### src/design/fpm_pkg.sv
// fpm_pkg: shared constants, state codes and controller/datapath command types
// for the polynomial multiplier; no dependencies
`default_nettype none
package fpm_pkg;
    localparam int MAX_TERMS  = 32;
    localparam int TERM_BITS  = $clog2(MAX_TERMS);
    localparam int CNT_BITS   = TERM_BITS + 1;
    localparam int COEF_BITS  = 8;
    localparam int PROD_BITS  = 21;
    localparam logic SEL_A    = 1'b0;
    localparam logic SEL_B    = 1'b1;

    typedef enum logic [6:0] {
        ST_IDLE  = 7'b0000001,
        ST_START = 7'b0000010,
        ST_RD    = 7'b0000100,
        ST_MUL   = 7'b0001000,
        ST_ACC   = 7'b0010000,
        ST_OUT   = 7'b0100000,
        ST_EMPTY = 7'b1000000
    } fpm_state_t;

    typedef struct packed {
        logic load;
        logic clear;
        logic init_k;
        logic mul;
        logic acc;
        logic step_i;
        logic next_k;
    } fpm_cmd_t;

    typedef struct packed {
        logic a_empty;
        logic i_last;
        logic k_last;
    } fpm_status_t;
endpackage
`default_nettype wire

### src/design/fpm_datapath.sv
// fpm_datapath: coefficient stores, index counters and multiply-accumulate unit
// depends on fpm_pkg
`default_nettype none
module fpm_datapath import fpm_pkg::*; (
    input  wire logic                 aclk,
    input  wire logic                 aresetn,
    input  wire fpm_cmd_t             cmd,
    input  wire logic                 sel,
    input  wire logic [COEF_BITS-1:0] coef,
    output fpm_status_t               status,
    output logic [PROD_BITS-1:0]      acc_out
);
    logic [COEF_BITS-1:0] mem_a [MAX_TERMS];
    logic [COEF_BITS-1:0] mem_b [MAX_TERMS];
    logic [CNT_BITS-1:0]  count_a_reg, count_b_reg;
    logic [CNT_BITS-1:0]  k_reg;
    logic [TERM_BITS-1:0] i_reg;
    logic [COEF_BITS-1:0] rd_a_reg, rd_b_reg;
    logic                 term_ok_reg;
    logic [2*COEF_BITS-1:0] prod_reg;
    logic [PROD_BITS-1:0] acc_reg;
    logic [CNT_BITS:0]    j_wide;
    logic [CNT_BITS:0]    len;
    logic                 j_ok;

    assign j_wide = {1'b0, k_reg} - {2'b0, i_reg};
    assign j_ok   = !j_wide[CNT_BITS] && (j_wide[CNT_BITS-1:0] < count_b_reg);
    assign len    = {1'b0, count_a_reg} + {1'b0, count_b_reg} - (CNT_BITS+1)'(1);

    assign status.a_empty = (count_a_reg == '0);
    assign status.i_last  = ({1'b0, i_reg} + CNT_BITS'(1)) == count_a_reg;
    assign status.k_last  = ({1'b0, k_reg} + (CNT_BITS+1)'(1)) == len;
    assign acc_out = acc_reg;

    always_ff @(posedge aclk) begin
        if (!aresetn) begin
            count_a_reg <= '0;
            count_b_reg <= '0;
        end else if (cmd.clear) begin
            count_a_reg <= '0;
            count_b_reg <= '0;
        end else if (cmd.load) begin
            if (sel == SEL_A && !count_a_reg[CNT_BITS-1])
                count_a_reg <= count_a_reg + CNT_BITS'(1);
            if (sel == SEL_B && !count_b_reg[CNT_BITS-1])
                count_b_reg <= count_b_reg + CNT_BITS'(1);
        end
    end

    always_ff @(posedge aclk) begin
        if (cmd.load && sel == SEL_A && !count_a_reg[CNT_BITS-1])
            mem_a[count_a_reg[TERM_BITS-1:0]] <= coef;
        if (cmd.load && sel == SEL_B && !count_b_reg[CNT_BITS-1])
            mem_b[count_b_reg[TERM_BITS-1:0]] <= coef;
        rd_a_reg    <= mem_a[i_reg];
        rd_b_reg    <= mem_b[j_wide[TERM_BITS-1:0]];
        term_ok_reg <= j_ok;
    end

    always_ff @(posedge aclk) begin
        if (cmd.init_k) begin
            k_reg   <= '0;
            i_reg   <= '0;
            acc_reg <= '0;
        end else if (cmd.next_k) begin
            k_reg   <= k_reg + CNT_BITS'(1);
            i_reg   <= '0;
            acc_reg <= '0;
        end else begin
            if (cmd.step_i)
                i_reg <= i_reg + TERM_BITS'(1);
            if (cmd.acc)
                acc_reg <= acc_reg + PROD_BITS'(prod_reg);
        end
        if (cmd.mul)
            prod_reg <= term_ok_reg ? rd_a_reg * rd_b_reg : '0;
    end
endmodule
`default_nettype wire

### src/design/fpm_ctrl.sv
// fpm_ctrl: sequencer for load, multiply-accumulate and result request phases
// depends on fpm_pkg
`default_nettype none
module fpm_ctrl import fpm_pkg::*; (
    input  wire logic   aclk,
    input  wire logic   aresetn,
    input  wire logic   s_valid,
    input  wire logic   s_req_type,
    input  wire logic   s_last,
    output logic        s_ready,
    output logic        m_valid,
    input  wire logic   m_ready,
    output logic        m_last_res,
    input  wire fpm_status_t status,
    output fpm_cmd_t    cmd
);
    fpm_state_t state_reg, state_next;
    logic s_fire, m_fire;

    assign s_ready = state_reg == ST_IDLE;
    assign m_valid = state_reg == ST_OUT || state_reg == ST_EMPTY;
    assign m_last_res = state_reg == ST_EMPTY || status.k_last;
    assign s_fire = s_valid && s_ready;
    assign m_fire = m_valid && m_ready;

    always_comb begin
        state_next = state_reg;
        cmd = '0;
        unique case (state_reg)
            ST_IDLE: begin
                cmd.load = s_fire;
                if (s_fire && s_req_type == SEL_B && s_last)
                    state_next = ST_START;
            end
            ST_START: begin
                cmd.init_k = 1'b1;
                state_next = status.a_empty ? ST_EMPTY : ST_RD;
            end
            ST_RD:  state_next = ST_MUL;
            ST_MUL: begin
                cmd.mul = 1'b1;
                state_next = ST_ACC;
            end
            ST_ACC: begin
                cmd.acc = 1'b1;
                if (status.i_last) begin
                    state_next = ST_OUT;
                end else begin
                    cmd.step_i = 1'b1;
                    state_next = ST_RD;
                end
            end
            ST_OUT: begin
                if (m_fire) begin
                    if (status.k_last) begin
                        cmd.clear = 1'b1;
                        state_next = ST_IDLE;
                    end else begin
                        cmd.next_k = 1'b1;
                        state_next = ST_RD;
                    end
                end
            end
            ST_EMPTY: begin
                if (m_fire) begin
                    cmd.clear = 1'b1;
                    state_next = ST_IDLE;
                end
            end
            default: state_next = ST_IDLE;
        endcase
    end

    always_ff @(posedge aclk) begin
        if (!aresetn)
            state_reg <= ST_IDLE;
        else
            state_reg <= state_next;
    end
endmodule
`default_nettype wire

### src/design/fft_polynomial_multiplier.sv
// fft_polynomial_multiplier: top level joining controller and datapath
// depends on fpm_pkg, fpm_ctrl, fpm_datapath
//
// channel | ports                               | direction
// input   | s_valid s_ready s_req_type s_coef s_last | request in
// result  | m_valid m_ready m_product_coef m_last_res | request out
//
// a coefficient request is taken while idle
// each product coefficient sums the terms of A through one shared multiplier
// fed by registered store reads: read, multiply and accumulate per term
// no input is taken while results are computed or waiting on m_ready
// reset (aresetn low, synchronous) empties both stores
`default_nettype none
module fft_polynomial_multiplier import fpm_pkg::*; (
    input  wire logic                 aclk,
    input  wire logic                 aresetn,
    input  wire logic                 s_valid,
    output logic                      s_ready,
    input  wire logic                 s_req_type,
    input  wire logic [COEF_BITS-1:0] s_coef,
    input  wire logic                 s_last,
    output logic                      m_valid,
    input  wire logic                 m_ready,
    output logic [PROD_BITS-1:0]      m_product_coef,
    output logic                      m_last_res
);
    fpm_cmd_t    cmd;
    fpm_status_t status;

    fpm_ctrl u_ctrl (
        .aclk, .aresetn, .s_valid, .s_req_type, .s_last, .s_ready,
        .m_valid, .m_ready, .m_last_res, .status, .cmd
    );

    fpm_datapath u_dp (
        .aclk, .aresetn, .cmd, .sel(s_req_type), .coef(s_coef),
        .status, .acc_out(m_product_coef)
    );
endmodule
`default_nettype wire

### config.mk
export PLATFORM = sky130hd
export DESIGN_NAME = fft_polynomial_multiplier
export DESIGN_NICKNAME = d
export VERILOG_FILES = /design/src/design/fpm_pkg.sv /design/src/design/fpm_datapath.sv /design/src/design/fpm_ctrl.sv /design/src/design/fft_polynomial_multiplier.sv
export SDC_FILE = /design/constraint.sdc
export NUM_CORES = 1
export LEC_CHECK = 0
export BUFFER_PORTS_ARGS = -buffer_cell sky130_fd_sc_hd__clkbuf_2
export CAP_MARGIN = 20
export CORE_ASPECT_RATIO = 1.2
export CORE_MARGIN = 4
export CORE_UTILIZATION = 60
export DETAILED_ROUTE_END_ITERATION = 10
export HOLD_SLACK_MARGIN = 0.02
export MAX_ROUTING_LAYER = met4
export PLACE_DENSITY = 0.76
export SLEW_MARGIN = 20
export SYNTH_ARGS = -nofsm -noshare
export SYNTH_HDL_FRONTEND = slang
export SYNTH_SLANG_ARGS = --single-unit
### constraint.sdc
create_clock -name aclk -period 6.2 [get_ports aclk]
set_input_delay 1.24 -clock aclk [delete_from_list [all_inputs] [get_ports aclk]]
set_output_delay 1.24 -clock aclk [all_outputs]
set_load 0.02 [all_outputs]
==> results_dict.tcl <==
set metrics [dict create \
    htreeDepth 2 \
    synth_area_per_cell_um2 16.7 \
    rr_worst_depth 15 \
    p_sw_mw 2.59 \
    grt_pass1_vias 14444 \
    layout_setup_ws_ps 1120 \
    synth_edf_count 528 \
    cts_buffers 55 \
    synth_xor_area_frac 0.0211 \
    postRouteAntennaNets 0 \
    power_frac_seq 0.448 \
    hold_viol 0 \
    finalClockSkew_ps 27.3 \
    multi_input_area_mm2 0.00873 \
    clk_path_buf_depth 3 \
    via_per_inst 6.17 \
    cts_tree "built" \
    synthFlopType "edfxtp_1" \
    worst-r2r-setup-slack_ps 1300 \
    muxShareOfSynthArea 0.141 \
    cp_max_fo 6 \
    vdd_drop_max_mv 0.240 \
    io_pins 38 \
    hold_path_class "reg -> reg" \
    nets 1784 \
    globalRouteTotalUtil 0.249 \
    die-area_mm2 0.0475 \
    combPwrFrac 0.197 \
    cts-root-buf "clkbuf_16" \
    fin_crit_ps 5080 \
    rsz0062_at_grt "false" \
    hp-start "u_dp.acc_out[5]$_SDFFE_PP0N_" \
    slew_headroom 0.310 \
    synth_common_cells "edfxtp_1 (528), mux4_2 (160), nor2_1 (134), nand2_1 (85), ha_1 (83)" \
    routedWlPerCell_um 24.7 \
    crit_arrival_ps 3840 \
    coreArea_mm2 0.0437 \
    synth_cell_types 66 \
    wl_um 55800 \
    antennaDiodeCount 0 \
    die_h_um 238 \
    start_util 0.605 \
    dr.first_iter.drc_count 1127 \
    io_buffer_count 37 \
    regArea_mm2 0.0172 \
    r2r-end "u_dp.prod_reg[15]$_SDFFCE_PN0P_" \
    cts.sinks 596 \
    status "finished clean" \
    overflow 0 \
    synth_top_area_frac 0.600 \
    power_density_mw_per_mm2 340 \
    synthMostInstantiatedCell "edfxtp_1" \
    die_w_um 200 \
    synth_top_family_by_area "multiplexers" \
    drv_cap 0 \
    r2r-start "u_dp.rd_b_reg[7]$_DFF_P_" \
    hold_path_end "u_dp.acc_out[5]$_SDFFE_PP0N_" \
    fill_cells 2889 \
    utilization 0.667 \
    ys_seq_area_frac 0.651 \
    crit_type "reg -> out" \
    path_clk_slew_ps 70 \
    dr.pass1.iters 5 \
    synth_warnings 0 \
    synth_area_leaders "edfxtp_1 (60%), mux4_2 (14%), dfxtp_1 (5.1%), ha_1 (3.9%), fa_1 (3.0%)" \
    drc 0 \
    clk_latency_ps 620 \
    sw_frac_of_total 0.261 \
    tightest_slew_ps 1030 \
    antenna_found_initial 0 \
    synthSimpleGateAreaFrac 0.0686 \
    routabilityCongestion 0.881 \
    synthCells 1584 \
    synthAdderAreaFrac 0.0688 \
    area_delta_synth_final_pct 10.4 \
    hpwlAfterDp_um 34900 \
    grt_pass1_wl_um 86400 \
    postCtsHoldBufs 0 \
    clockPowerShare 0.354 \
    dp_slack_ps 1290 \
    grt_start_max_net_pins 65 \
    finalCritPeriodShare 0.820 \
    p_leak_nw 9.88 \
    totalNegativeSetupSlack_ps 0 \
    rows 84 \
    async_reset_ff_frac 0 \
    cts-resized-gates 0 \
    finalSetupViolations 0 \
    syn_area_mm2 0.0264 \
    synth.net_count 1720 \
    holdPathStages 2 \
    p_int_mw 7.34 \
    final_layout_size_suffix_gt1_frac 0.199 \
    slew_violations 0 \
    crit_path_end_kind "primary output" \
    netlist.top_cell.by_area "edfxtp_1" \
    ys_ff_latch 596 \
    vias 13911 \
    worst_setup_path_start_kind "flop" \
    post_cts_buffers 0 \
    synth_compound_area_frac 0.0293 \
    worstPathRequired_ps 4960 \
    fmax_mhz 197 \
]
==> power by group through the flow <==
stage | logic [mW] | clock network, mW | registers [mW]
6_report | 1.96 | 3.52 | 4.45
5_1_grt | 2.22 | 3.75 | 4.46
3_3_place_gp | 1.96 | 0 | 4.54
2_1_floorplan | 1.53 | 0 | 4.52
3_5_place_dp | 1.98 | 0 | 4.54
4_1_cts | 2.00 | 3.56 | 4.45
==> critical path, stage by stage, from the launching register on <==
cell	delay [ps]
dfxtp_1	460
inv_1	160
ha_1	310
inv_1	40
ha_1	210
fa_1	470
a21o_1	180
a21oi_1	160
xnor3_1	240
nand4_1	220
or2_2	370
o21ai_0	160
clkbuf_2	250
==> kinds of logic after synthesis <==
logic type | after synthesis
AOI/OAI and AO/OA | 122
xor gates and xnor gates | 62
adders and majority gates | 122
buffers and inverters | 133
DFF | 596
muxes | 171
and+or+nand+nor | 378
==> per-layer routing <==
metal  vias up  wire [um]  GRT usage
li1       6216          -          -
met1      7136      21900      0.327
met2       448      29100      0.408
met3       111       3100     0.0354
met4         0       1680     0.0819
met5         -          0          -
==> final cells by class <==
cell class / count / area share
flip-flops and latches: 596 / 0.590
multi-input cells: 855 / 0.299
clock buffers: 69 / 0.0508
well taps: 559 / 0.0240
clock inverters: 35 / 0.0136
repair buffers: 55 / 0.0110
inverters: 85 / 0.0109
==> stage by stage <==
stage | area, um2 | std cells | power, mW | hold WS, ps
finish | 29200 | 2254 | 9.93 | 482
global route | 29200 | 2254 | 10.4 | 507
CTS | 29200 | 2254 | 10.0 | 482
detailed placement | 27300 | 2150 | 6.52 | 472
global placement | 27300 | 2150 | 6.49 | 462
floorplan | 26400 | 1584 | 6.05 | 480
==> layout by cell type, fill, tap and decap left out, drive strengths merged, types with 4 or more instances in the layout <==
cell	netlist	layout
a211oi	9	9
a21o	13	13
a21oi	37	37
a31oi	4	4
and2	53	53
and3	5	5
buf	20	18
bufinv	0	8
clkbuf	28	106
clkinv	2	24
dfxtp	68	68
edfxtp	528	528
fa	39	39
ha	83	83
inv	83	86
mux2	8	8
mux4	160	160
nand2	87	87
nand2b	11	11
nand3	31	31
nand4	8	8
nor2	138	138
nor2b	6	6
nor3	16	16
o2111ai	4	4
o21a	4	4
o21ai	28	28
or2	4	4
or3	7	7
xnor2	43	43
xor2	18	18
==> worst max path at each step <==
stage	start	end	slack (ps)	cells past startpoint
6_report	u_dp.count_b_reg[1]$_SDFFE_PP0P_	m_last_res	1120	12
5_1_grt	u_dp.count_b_reg[1]$_SDFFE_PP0P_	m_last_res	900	12
4_1_cts	u_dp.count_b_reg[1]$_SDFFE_PP0P_	m_last_res	1090	12
3_5_place_dp	u_dp.rd_b_reg[7]$_DFF_P_	u_dp.prod_reg[15]$_SDFFCE_PN0P_	1290	15
3_3_place_gp	u_dp.rd_b_reg[7]$_DFF_P_	u_dp.prod_reg[15]$_SDFFCE_PN0P_	1360	15
2_1_floorplan	u_dp.rd_b_reg[7]$_DFF_P_	u_dp.prod_reg[15]$_SDFFCE_PN0P_	1810	15
(Power assumes the default switching activity.)
